==> src/hw/rtl/sfsps_pkg.sv <==
`timescale 1ns / 1ps
package sfsps_pkg;

	localparam int NUM_CHANNELS_DEF = 8;
	localparam int CH_IDX_W         = 3;
	localparam int BANK_DEPTH       = 1 << CH_IDX_W;
	localparam int RAM_DEPTH        = 2 * BANK_DEPTH;
	localparam int RAM_ADDR_W       = CH_IDX_W + 1;
	localparam int WIDTH_W          = 8;
	localparam int BASE_W           = 8;
	localparam int TICK_W           = 12;
	localparam int CNT_W            = 4;
	localparam int PINS_W           = 8;
	localparam int CFG_DATA_W       = 12;

	localparam logic [BASE_W-1:0]  BASE_RESET  = 8'd30;
	localparam logic [TICK_W-1:0]  GAP_RESET   = 12'd2843;
	localparam logic [WIDTH_W-1:0] WIDTH_RESET = 8'd150;

	typedef enum logic [0:0] {
		CFG_BASE = 1'b0,
		CFG_GAP  = 1'b1
	} cfg_idx_t;

	typedef enum logic [0:0] {
		MODE_TICK = 1'b0,
		MODE_BYTE = 1'b1
	} item_mode_t;

	typedef struct packed {
		logic                  we;
		logic [RAM_ADDR_W-1:0] addr;
		logic [WIDTH_W-1:0]    data;
	} wr_req_t;

	typedef struct packed {
		logic loaded;
		logic dropped;
	} frm_flags_t;

endpackage

==> src/hw/rtl/sfsps_ram.sv <==
`timescale 1ns / 1ps
module sfsps_ram #(
	parameter int WIDTH = 8,
	parameter int DEPTH = 16
) (
	input  logic                     clk,
	input  logic                     we,
	input  logic [$clog2(DEPTH)-1:0] waddr,
	input  logic [WIDTH-1:0]         wdata,
	input  logic [$clog2(DEPTH)-1:0] raddr,
	output logic [WIDTH-1:0]         rdata
);

	logic [WIDTH-1:0] mem [DEPTH];

	always_ff @(posedge clk) begin
		if (we) begin
			mem[waddr] <= wdata;
		end
		rdata <= mem[raddr];
	end

endmodule

==> src/hw/rtl/sfsps_framer.sv <==
`timescale 1ns / 1ps
module sfsps_framer #(
	parameter int NUM_CHANNELS = sfsps_pkg::NUM_CHANNELS_DEF
) (
	input  logic                          clk,
	input  logic                          arst_n,
	input  logic                          byte_take,
	input  logic [7:0]                    rx_byte,
	input  logic                          rx_overrun,
	output sfsps_pkg::wr_req_t            wr,
	output logic                          bank_d,
	output logic                          dflt_q,
	output sfsps_pkg::frm_flags_t         flags
);
	import sfsps_pkg::*;

	logic             col_q, col_d;
	logic [CNT_W-1:0] cnt_q, cnt_d;
	logic             bank_q;
	logic             dflt_d;
	logic [CNT_W-1:0] cnt_inc;

	assign cnt_inc = cnt_q + CNT_W'(1);

	always_comb begin
		col_d         = col_q;
		cnt_d         = cnt_q;
		bank_d        = bank_q;
		dflt_d        = dflt_q;
		wr.we         = 1'b0;
		wr.addr       = {~bank_q, cnt_q[CH_IDX_W-1:0]};
		wr.data       = rx_byte;
		flags.loaded  = 1'b0;
		flags.dropped = 1'b0;
		if (byte_take) begin
			// overrun aborts collection, then the byte goes to the hunter
			if (col_q && rx_overrun) begin
				flags.dropped = 1'b1;
			end
			if (!col_q || rx_overrun) begin
				col_d = (rx_byte == 8'd0);
				cnt_d = '0;
			end else begin
				// staging goes to the idle bank, a full frame swaps banks
				wr.we = 1'b1;
				cnt_d = cnt_inc;
				if (cnt_inc >= CNT_W'(NUM_CHANNELS)) begin
					col_d        = 1'b0;
					cnt_d        = '0;
					bank_d       = ~bank_q;
					dflt_d       = 1'b0;
					flags.loaded = 1'b1;
				end
			end
		end
	end

	always_ff @(posedge clk or negedge arst_n) begin
		if (!arst_n) begin
			col_q  <= 1'b0;
			cnt_q  <= '0;
			bank_q <= 1'b0;
			dflt_q <= 1'b1;
		end else begin
			col_q  <= col_d;
			cnt_q  <= cnt_d;
			bank_q <= bank_d;
			dflt_q <= dflt_d;
		end
	end

`ifndef SYNTHESIS
	a_hunt_cnt_zero: assert property (@(posedge clk) disable iff (!arst_n)
		!col_q |-> cnt_q == '0) else $error("count nonzero while hunting");
	a_cnt_range: assert property (@(posedge clk) disable iff (!arst_n)
		cnt_q < CNT_W'(NUM_CHANNELS)) else $error("byte count out of range");
	a_load_swaps: assert property (@(posedge clk) disable iff (!arst_n)
		flags.loaded |=> bank_q != $past(bank_q)) else $error("load without bank swap");
`endif

endmodule

==> src/hw/rtl/sfsps_pulse.sv <==
`timescale 1ns / 1ps
module sfsps_pulse #(
	parameter int NUM_CHANNELS = sfsps_pkg::NUM_CHANNELS_DEF
) (
	input  logic                                clk,
	input  logic                                arst_n,
	input  logic                                tick,
	input  logic [sfsps_pkg::WIDTH_W-1:0]       width,
	input  logic [sfsps_pkg::BASE_W-1:0]        base,
	input  logic [sfsps_pkg::TICK_W-1:0]        gap,
	output logic [sfsps_pkg::PINS_W-1:0]        pins,
	output logic [sfsps_pkg::CH_IDX_W-1:0]      rd_ch
);
	import sfsps_pkg::*;

	logic                in_pulse_q, in_pulse_d;
	logic [CH_IDX_W-1:0] active_q, active_d;
	logic [TICK_W-1:0]   ticks_q, ticks_d;
	logic [TICK_W-1:0]   len;
	logic                last_ch;

	assign len     = TICK_W'({1'b0, base} + {1'b0, width});
	assign last_ch = ({1'b0, active_q} + (CH_IDX_W+1)'(1)) >= (CH_IDX_W+1)'(NUM_CHANNELS);

	always_comb begin
		in_pulse_d = in_pulse_q;
		active_d   = active_q;
		ticks_d    = ticks_q;
		if (tick) begin
			if (ticks_q > TICK_W'(1)) begin
				ticks_d = ticks_q - TICK_W'(1);
			end else if (in_pulse_q) begin
				if (last_ch) begin
					in_pulse_d = 1'b0;
					active_d   = '0;
					ticks_d    = gap;
				end else begin
					active_d = active_q + CH_IDX_W'(1);
					ticks_d  = len;
				end
			end else begin
				in_pulse_d = 1'b1;
				active_d   = '0;
				ticks_d    = len;
			end
		end
	end

	// prefetch the width of the channel that the next state would load
	always_comb begin
		rd_ch = '0;
		if (in_pulse_d &&
		    ({1'b0, active_d} + (CH_IDX_W+1)'(1)) < (CH_IDX_W+1)'(NUM_CHANNELS)) begin
			rd_ch = active_d + CH_IDX_W'(1);
		end
	end

	assign pins = in_pulse_q ? (PINS_W'(1) << active_q) : '0;

	always_ff @(posedge clk or negedge arst_n) begin
		if (!arst_n) begin
			in_pulse_q <= 1'b0;
			active_q   <= '0;
			ticks_q    <= GAP_RESET;
		end else begin
			in_pulse_q <= in_pulse_d;
			active_q   <= active_d;
			ticks_q    <= ticks_d;
		end
	end

`ifndef SYNTHESIS
	a_gap_ch0: assert property (@(posedge clk) disable iff (!arst_n)
		!in_pulse_q |-> active_q == '0) else $error("channel nonzero in gap");
	a_ch_range: assert property (@(posedge clk) disable iff (!arst_n)
		{1'b0, active_q} < (CH_IDX_W+1)'(NUM_CHANNELS)) else $error("channel out of range");
	a_hold: assert property (@(posedge clk) disable iff (!arst_n)
		!tick |=> $stable(ticks_q) && $stable(active_q)) else $error("state moved without tick");
`endif

endmodule

==> src/hw/rtl/serial_fed_servo_pulse_sequencer.sv <==
`timescale 1ns / 1ps
// output: a result shows on the output in the cycle after its input transaction
// throughput: one item per cycle; the output register takes a new result while
// the old one leaves, so in_stall follows out_stall only when a result waits
// widths are prefetched from a double-banked ram ahead of use
// reset: asynchronous, widths read 150, base 30, gap 2843, gap phase, hunting
module serial_fed_servo_pulse_sequencer #(
	parameter int NUM_CHANNELS = sfsps_pkg::NUM_CHANNELS_DEF
) (
	input  logic                                 clk,
	input  logic                                 arst_n,
	input  logic                                 in_valid,
	output logic                                 in_stall,
	input  logic                                 mode,
	input  logic [7:0]                           rx_byte,
	input  logic                                 rx_overrun,
	output logic                                 out_valid,
	input  logic                                 out_stall,
	output logic [sfsps_pkg::PINS_W-1:0]         servo_pins,
	output logic                                 frame_loaded,
	output logic                                 frame_dropped,
	input  logic                                 cfg_we,
	input  logic [0:0]                           cfg_index,
	input  logic [sfsps_pkg::CFG_DATA_W-1:0]     cfg_data
);
	import sfsps_pkg::*;

	logic                  take;
	logic                  tick;
	logic                  byte_take;
	logic [BASE_W-1:0]     base_q;
	logic [TICK_W-1:0]     gap_q;
	wr_req_t               wr;
	frm_flags_t            flags;
	logic                  bank_d;
	logic                  dflt_q;
	logic [CH_IDX_W-1:0]   rd_ch;
	logic [RAM_ADDR_W-1:0] raddr;
	logic [WIDTH_W-1:0]    rdata;
	logic                  hit_q;
	logic [WIDTH_W-1:0]    byp_q;
	logic [WIDTH_W-1:0]    width;
	logic [PINS_W-1:0]     pins;

	assign in_stall  = out_valid && out_stall;
	assign take      = in_valid && !in_stall;
	assign tick      = take && (mode == MODE_TICK);
	assign byte_take = take && (mode == MODE_BYTE);

	always_ff @(posedge clk or negedge arst_n) begin
		if (!arst_n) begin
			base_q <= BASE_RESET;
			gap_q  <= GAP_RESET;
		end else if (cfg_we) begin
			case (cfg_idx_t'(cfg_index))
				CFG_BASE: base_q <= cfg_data[BASE_W-1:0];
				CFG_GAP:  gap_q  <= cfg_data[TICK_W-1:0];
				default: ;
			endcase
		end
	end

	sfsps_framer #(.NUM_CHANNELS(NUM_CHANNELS)) u_framer (
		.clk        (clk),
		.arst_n     (arst_n),
		.byte_take  (byte_take),
		.rx_byte    (rx_byte),
		.rx_overrun (rx_overrun),
		.wr         (wr),
		.bank_d     (bank_d),
		.dflt_q     (dflt_q),
		.flags      (flags)
	);

	assign raddr = {bank_d, rd_ch};

	sfsps_ram #(.WIDTH(WIDTH_W), .DEPTH(RAM_DEPTH)) u_ram (
		.clk   (clk),
		.we    (wr.we),
		.waddr (wr.addr),
		.wdata (wr.data),
		.raddr (raddr),
		.rdata (rdata)
	);

	// write to the entry being read in the same cycle is forwarded
	always_ff @(posedge clk or negedge arst_n) begin
		if (!arst_n) begin
			hit_q <= 1'b0;
		end else begin
			hit_q <= wr.we && (wr.addr == raddr);
		end
	end

	always_ff @(posedge clk) begin
		byp_q <= wr.data;
	end

	assign width = dflt_q ? WIDTH_RESET : (hit_q ? byp_q : rdata);

	sfsps_pulse #(.NUM_CHANNELS(NUM_CHANNELS)) u_pulse (
		.clk    (clk),
		.arst_n (arst_n),
		.tick   (tick),
		.width  (width),
		.base   (base_q),
		.gap    (gap_q),
		.pins   (pins),
		.rd_ch  (rd_ch)
	);

	always_ff @(posedge clk or negedge arst_n) begin
		if (!arst_n) begin
			out_valid <= 1'b0;
		end else if (!in_stall) begin
			out_valid <= in_valid;
		end
	end

	always_ff @(posedge clk) begin
		if (take) begin
			servo_pins    <= pins;
			frame_loaded  <= flags.loaded;
			frame_dropped <= flags.dropped;
		end
	end

`ifndef SYNTHESIS
	a_pins_onehot: assert property (@(posedge clk) disable iff (!arst_n)
		out_valid |-> $onehot0(servo_pins)) else $error("more than one pin high");
	a_flags_excl: assert property (@(posedge clk) disable iff (!arst_n)
		out_valid |-> !(frame_loaded && frame_dropped)) else $error("load and drop together");
	a_tick_no_flags: assert property (@(posedge clk) disable iff (!arst_n)
		tick |=> !frame_loaded && !frame_dropped) else $error("flag on a tick");
`endif

endmodule
==> config.mk <==
export PLATFORM = sky130hd
export DESIGN_NAME = serial_fed_servo_pulse_sequencer
export DESIGN_NICKNAME = d
export VERILOG_FILES = /design/src/hw/rtl/sfsps_pkg.sv /design/src/hw/rtl/sfsps_ram.sv /design/src/hw/rtl/sfsps_framer.sv /design/src/hw/rtl/sfsps_pulse.sv /design/src/hw/rtl/serial_fed_servo_pulse_sequencer.sv
export SDC_FILE = /design/constraint.sdc
export NUM_CORES = 1
export LEC_CHECK = 0
export BUFFER_PORTS_ARGS = -buffer_cell sky130_fd_sc_hd__buf_2
export CAP_MARGIN = 20
export CELL_PAD_IN_SITES_DETAIL_PLACEMENT = 0
export CELL_PAD_IN_SITES_GLOBAL_PLACEMENT = 1
export CORE_ASPECT_RATIO = 0.6
export CORE_UTILIZATION = 50
export CTS_BUF_LIST = sky130_fd_sc_hd__clkbuf_4 sky130_fd_sc_hd__clkbuf_8
export DETAILED_ROUTE_END_ITERATION = 7
export GPL_TIMING_DRIVEN = 0
export PLACE_DENSITY_LB_ADDON = 0.1
export REMOVE_ABC_BUFFERS = 1
export SLEW_MARGIN = 30
export SYNTH_ARGS = -nofsm -noshare
export SYNTH_HDL_FRONTEND = slang
export SYNTH_SLANG_ARGS = --single-unit
==> constraint.sdc <==
create_clock -name clk -period 4.1 [get_ports clk]
set_clock_uncertainty 0.2 [all_clocks]
set_input_delay 0.615 -clock clk [delete_from_list [all_inputs] [get_ports clk]]
set_output_delay 0.615 -clock clk [all_outputs]
set_load 0.05 [all_outputs]
## Word level (Yosys, flattened, before mapping)

Memory sizes are Yosys's and may differ from the RTL's. A register that Yosys moved wholly into a read port is not among the register bits.
Index checks and enable logic that the tools add are counted.

| cells by class | value |
|---|---|
| add/sub/neg operators | 7 |
| order comparisons | 4 |
| equal/unequal tests | 1 |
| shift operators | 1 |
| muxes and demuxes | 27 |
| bitwise operators | 5 |
| reductions and logical operators | 17 |

Operator list:

| kind | number |
|---|---|
| 12-bit two-way mux | 3 |
| 8-bit two-way mux | 2 |
| 1-bit two-way mux | 15 |
| 3-bit two-way mux | 5 |
| 12-bit by 1-bit > comparator with 1-bit output, second input constant | 1 |
| 12-bit by 1-bit subtractor with 12-bit output, second input constant | 1 |
| 8-bit by 8-bit adder with 9-bit output | 1 |
| 3-bit by 1-bit adder with 4-bit output, second input constant | 2 |
| 4-bit >= comparator, second input constant | 2 |
| 8-bit logical NOT | 1 |
| 4-bit two-way mux | 2 |
| 1-bit by 3-bit << shifter with 8-bit output, first input constant | 1 |
| 1-bit logical AND | 7 |
| 3-bit by 1-bit adder with 3-bit output, second input constant | 2 |
| 2-bit AND reduction | 3 |
| 1-bit NOT | 5 |
| 4-bit by 1-bit adder with 4-bit output, second input constant | 1 |
| 4-bit == test | 1 |
| 4-bit < comparator, second input constant | 1 |
| 3-bit AND reduction | 1 |
| 1-bit logical NOT | 2 |
| 2-bit nonzero test | 1 |
| 2-bit OR reduction | 1 |
| 1-bit logical OR | 1 |

| word-level totals | value |
|---|---|
| flip-flop bits (word level) | 63 |
| memory bits (writable) | 128 |
| output and inout port bits | 12 |
| memories kept | 1 |

Memory list:

| name | words | width | rd ports | clocked after memory_dff | write ports | RTL line | text |
|---|---|---|---|---|---|---|---|
| u_ram.mem | 16 | 8 | 1 | 1 | 1 | sfsps_ram.sv:14 | `logic [WIDTH-1:0] mem [DEPTH];` |

## Longest topological paths before layout

| depth | value |
|---|---|
| depth after elaboration | 12 |
| mapped depth | 13 |
| depth with buffers taken out | 12 |

## By module

From an unflattened synthesis, not the netlist that was laid out.

| unflattened totals | value |
|---|---|
| cell total of the unflattened synthesis | 568 |
| area, all modules | 8,730.9 sq um |

By module, submodules not included:

| module | instances | cells an instance | area an instance (sq um) |
|---|---|---|---|
| sfsps_ram | 1 | 229 | 5,147.4 |
| sfsps_pulse | 1 | 194 | 1,619.1 |
| serial_fed_servo_pulse_sequencer | 1 | 97 | 1,490.2 |
| sfsps_framer | 1 | 48 | 474.2 |

## Worst setup path before layout

Ideal clock, no wire load.

| path | value |
|---|---|
| path type | reg2reg |
| from | reg out_valid |
| to | reg u_ram.rdata[6], read port of u_ram.mem |
| arrival time | 2.717 ns |
| data required time | 3.776 ns |
| path slack | 1.059 ns |
| stages on the path, launching flop included | 13 |
| path buffers | 2 |
| clock period less this slack | 3.041 ns |
| cells stage by stage | dfrtp_1 a21bo_2 or2_1 buf_2 nor3_2 o21ai_0 ha_1 nand4_1 nand3_2 nor2_8 buf_8 mux2i_1 mux2i_1 |

| between the ends | value |
|---|---|
| word-level cells in the longest chain between the ends | 9 |

RTL lines:

| what | RTL line | text |
|---|---|---|
| start: declaration | serial_fed_servo_pulse_sequencer.sv:17 | `output logic out_valid,` |
| start signal: assignment | serial_fed_servo_pulse_sequencer.sv:116 | `out_valid <= in_valid;` |
| 1-bit logical AND * | serial_fed_servo_pulse_sequencer.sv:45 | `assign in_stall = out_valid && out_stall;` |
| 1-bit logical NOT * | -- |  |
| 1-bit logical AND * | serial_fed_servo_pulse_sequencer.sv:46 | `assign take = in_valid && !in_stall;` |
| 1-bit logical AND * | serial_fed_servo_pulse_sequencer.sv:47 | `assign tick = take && (mode == MODE_TICK);` |
| 3-bit two-way mux * | sfsps_pulse.sv:29 | `if (tick) begin` |
| named net u_pulse.active_d[1] | sfsps_pulse.sv:17 | `logic [CH_IDX_W-1:0] active_q, active_d;` |
| 3-bit by 1-bit adder with 4-bit output | sfsps_pulse.sv:53 | `({1'b0, active_d} + (CH_IDX_W+1)'(1)) < (CH_IDX_W+1)'(NUM_CHANNELS)) begin` |
| 4-bit < comparator | sfsps_pulse.sv:53 |  |
| 1-bit logical AND | sfsps_pulse.sv:52 | `if (in_pulse_d &&` |
| 3-bit two-way mux * | sfsps_pulse.sv:52 |  |
| end: declaration | sfsps_ram.sv:11 | `output logic [WIDTH-1:0] rdata` |

The timed path passes the listed nets; every way through them passes the cells marked *.
A chain may end at the register's enable or synchronous reset.

## Final worst setup path

| path | value |
|---|---|
| from | reg u_pulse.ticks_q[0] |
| to | reg u_ram.rdata[2], read port of u_ram.mem |

| between the ends | value |
|---|---|
| word-level cells in the longest chain between the ends | 7 |

RTL lines:

| what | RTL line | text |
|---|---|---|
| start: declaration | sfsps_pulse.sv:18 | `logic [TICK_W-1:0] ticks_q, ticks_d;` |
| start signal: assignment | sfsps_pulse.sv:68 | `ticks_q <= ticks_d;` |
| 12-bit by 1-bit > comparator with 1-bit output * | sfsps_pulse.sv:30 | `if (ticks_q > TICK_W'(1)) begin` |
| 3-bit two-way mux | sfsps_pulse.sv:30 |  |
| 3-bit two-way mux | sfsps_pulse.sv:29 |  |
| 3-bit by 1-bit adder with 4-bit output | sfsps_pulse.sv:53 |  |
| 4-bit < comparator | sfsps_pulse.sv:53 |  |
| 1-bit logical AND | sfsps_pulse.sv:52 |  |
| 3-bit two-way mux * | sfsps_pulse.sv:52 |  |

Every way passes the cells marked *; elsewhere a longest branch is shown, timed or not.

==> flow_summary.json <==
{
  "grt_max_degree": 46,
  "power.density_nw_per_um2": 542.1,
  "die_w_um": 173.8,
  "layout-drive-gt1-share": 0.2059,
  "area_delta_synth_final_pct": 10.42,
  "slowest_stage": "dfstp_2",
  "cts_tree": "done",
  "die-area_um2": 18260,
  "crit_buf_inv": 5,
  "grt_overflow_total": 0,
  "fmax_mhz": 258.8,
  "layout.cells.most_common": "edfxtp_1",
  "row_count": 37,
  "placedCellCount": 881,
  "setup_viol": 0,
  "synth-edff-count": 138,
  "crit_type": "reg -> reg",
  "syn_area_um2": 8852,
  "firstDrtPassIters": 5,
  "postRouteAntennaNets": 0,
  "crit_family": "multiplexers",
  "yosysWarnings": 0,
  "layout_common_cells": "edfxtp_1 (138), mux2i_1 (125), buf_2 (38)",
  "grt_pass1_vias": 4883,
  "synth-seq-cells": 199,
  "multiInputGateArea_um2": 3084,
  "finalCritPeriodShare": 0.9426,
  "maxSlewViolCount": 0,
  "seq_area_um2": 5614,
  "synthMuxAreaShare": 0.1679,
  "crit_chain": "inv_1, ha_1, o2111ai_4, nor3_2, mux2i_4, buf_8, buf_8, buf_16, buf_8, mux2i_1, mux2i_1, mux2i_1, mux2i_1",
  "port_buffers": 39,
  "grt_usage": 0.1994,
  "synth_top_family_by_area": "multiplexers",
  "numCtsBuffers": 17,
  "synthFlopType": "edfxtp_1",
  "ioPinCount": 40,
  "hold_path.class": "in -> reg",
  "wl_per_cell_um": 18.95,
  "synth_compound_area_frac": 0.05512,
  "routed_wirelength_mm": 17.32,
  "highest-signal-layer": "met4",
  "syn_inst": 626,
  "max_cap_violations": 0,
  "endpoint_kind": "register",
  "start_util": 0.5140,
  "crit_path_max_fanout": 14,
  "synthSimpleGateAreaFrac": 0.07802,
  "worstMarginPinSlew_ns": 0.9312,
  "wl_met3_um": 793,
  "hold_viol": 0,
  "dpl_cell_area_um2": 9326,
  "slew_headroom": 0.3769,
  "ys_seq_area_frac": 0.6342,
  "avgViaCountPerCell": 5.456,
  "final_area_um2": 9774,
  "clk_path_buf_depth": 2,
  "p_total_mw": 5.299,
  "dr.first_iter.drc_count": 350,
  "synth_xor_area_frac": 0.01088,
  "wl_met2_mm": 6.942,
  "p_leak_nw": 3.899,
  "gp_congestion": 0.8257,
  "ir_drop_mv": 0.2931,
  "fin_nets": 715,
  "status": "completed",
  "layoutNonFillerInstCount": 914,
  "critPathRequiredTime_ns": 4.23,
  "cts_root_buffer": "clkbuf_8",
  "synthArstFlopShare": 0.2261,
  "synth_fa_ha_area_frac": 0.02912,
  "antenna_found_initial": 0,
  "yosysUniqueCellTypes": 59,
  "clk_latency_ns": 0.45,
  "fin_util": 0.5676,
  "antennaDiodeCount": 0,
  "fp.dieH_um": 105.1,
  "max_stage_delay_ns": 0.59,
  "remaining_drc_errors": 0,
  "nFillCells": 1444,
  "ctsHtreeMaxLevel": 4,
  "grt_pass1_wl_mm": 27.04,
  "avgSynthCellArea_um2": 14.14,
  "num_vias": 4987,
  "path_clk_slew_ns": 0.10,
  "dp_hpwl_mm": 12.23,
  "drt-met1-wl_mm": 9.495,
  "period_minus_slack_ns": 3.865,
  "core-area_um2": 17220,
  "path_common_cell": "mux2i_1",
  "cp.arrival_ns": 4.00,
  "rsz0062_at_grt": "false",
  "cts.sink_count": 199,
  "startpoint_type": "register"
}
per-layer routing:
layer	vias up	track usage
li1	2404	-
met1	2482	0.3281
met2	94	0.2643
met3	7	0.04294
met4	0	0.03947
met5	-	0
worst reg2reg max path, stage by stage, from the launching register on:
cell,delay [ns]
dfstp_2,0.59
inv_1,0.07
ha_1,0.31
o2111ai_4,0.46
nor3_2,0.16
mux2i_4,0.49
buf_8,0.25
buf_8,0.20
buf_16,0.17
buf_8,0.19
mux2i_1,0.25
mux2i_1,0.10
mux2i_1,0.21
mux2i_1,0.10
power by group:
part / internal [mW] / switching, mW / leakage (nW)
sequential: 2.32 / 0.127 / 1.91
combinational: 0.729 / 0.848 / 1.78
clock: 0.614 / 0.659 / 0.208
total: 3.66 / 1.63 / 3.90
state kept, by name, indices dropped and copies added, names as in the netlist, 3 cells and up:
signal	flops
u_ram.mem	128
base_q	8
servo_pins	8
u_pulse.ticks_q	12
byp_q	8
u_framer.cnt_q	4
gap_q	12
u_ram.rdata	8
u_pulse.active_q	3
stage by stage:
step | hold WS, ns | setup WS, ns | TNS (ns)
floorplan | 0.1194 | -3.137 | -27.90
global placement | 0.2898 | -5.694 | -48.83
detailed placement | 0.2994 | -0.3254 | -1.113
CTS | 0.1540 | 0.01747 | 0
global route | 0.1472 | 0.005310 | 0
finish | 0.1840 | 0.2353 | 0
cells in the mapped netlist (all sizes together), types with 2 or more instances:
library cell	count	area share
and3	5	0.0035
o21ai	25	0.015
nand2b	3	0.0021
a21oi	17	0.0096
nor2	37	0.018
a211o	5	0.0049
clkbuf	12	0.0055
dfxtp	16	0.036
nor2b	10	0.0071
xnor2	8	0.0079
and2	4	0.0028
mux2i	126	0.14
nand3b	2	0.0017
mux2	20	0.025
o21a	2	0.0017
o31ai	3	0.0025
nand3	13	0.0085
edfxtp	138	0.47
nor3	10	0.0073
a31oi	4	0.0028
nor4	5	0.0052
a211oi	4	0.0048
ha	19	0.027
a21o	3	0.0025
nand2	36	0.016
or3	3	0.0021
nand4	3	0.0021
buf	14	0.012
dfstp	19	0.056
o22ai	2	0.0014
xor2	3	0.0030
inv	16	0.0068
nor3b	2	0.0017
dfrtp	26	0.073
worst paths after layout:
path	startpoint	endpoint	slack [ns]	cells past startpoint
worst max-delay path	u_pulse.ticks_q[0]$_DFFE_PN1P_	u_ram.rdata[2]$_DFF_P_	0.24	13
worst min-delay path	in_valid	out_valid$_DFFE_PN0N_	0.18	2
worst max register to register	u_pulse.ticks_q[0]$_DFFE_PN1P_	u_ram.rdata[2]$_DFF_P_	0.24	13
worst min register to register	u_pulse.ticks_q[3]$_DFFE_PN1P_	u_pulse.ticks_q[3]$_DFFE_PN1P_	0.32	2
max in group asynchronous	arst_n	base_q[0]$_DFFE_PN0P_	2.75	2
min in group asynchronous	arst_n	u_pulse.active_q[1]$_DFF_PN0_	0.50	2
layout make-up:
class	instances	area share
multi-input cells	385	0.3155
inverters	16	0.006144
repair buffers	48	0.03251
flip-flops and latches	199	0.5744
well taps	234	0.02995
clock buffers	19	0.02547
clock inverters	13	0.01600
kinds of logic after synthesis:
kind of cell / count (synthesis)
buffers and inverters: 42
flip-flops: 199
multiplexers: 146
AND/OR/NAND/NOR: 134
AO/OA/AOI/OAI: 74
XOR/XNOR: 11
adder cells (fa/ha/maj): 20
what timing repair did:
action	CTS	global route
endpoints found under the hold margin	26	0
setup buffers	0	0
endpoints found under the setup margin	1	4
hold buffers	1	0
resized for setup	1	2
Note: power is estimated with default switching activity, not from simulation.
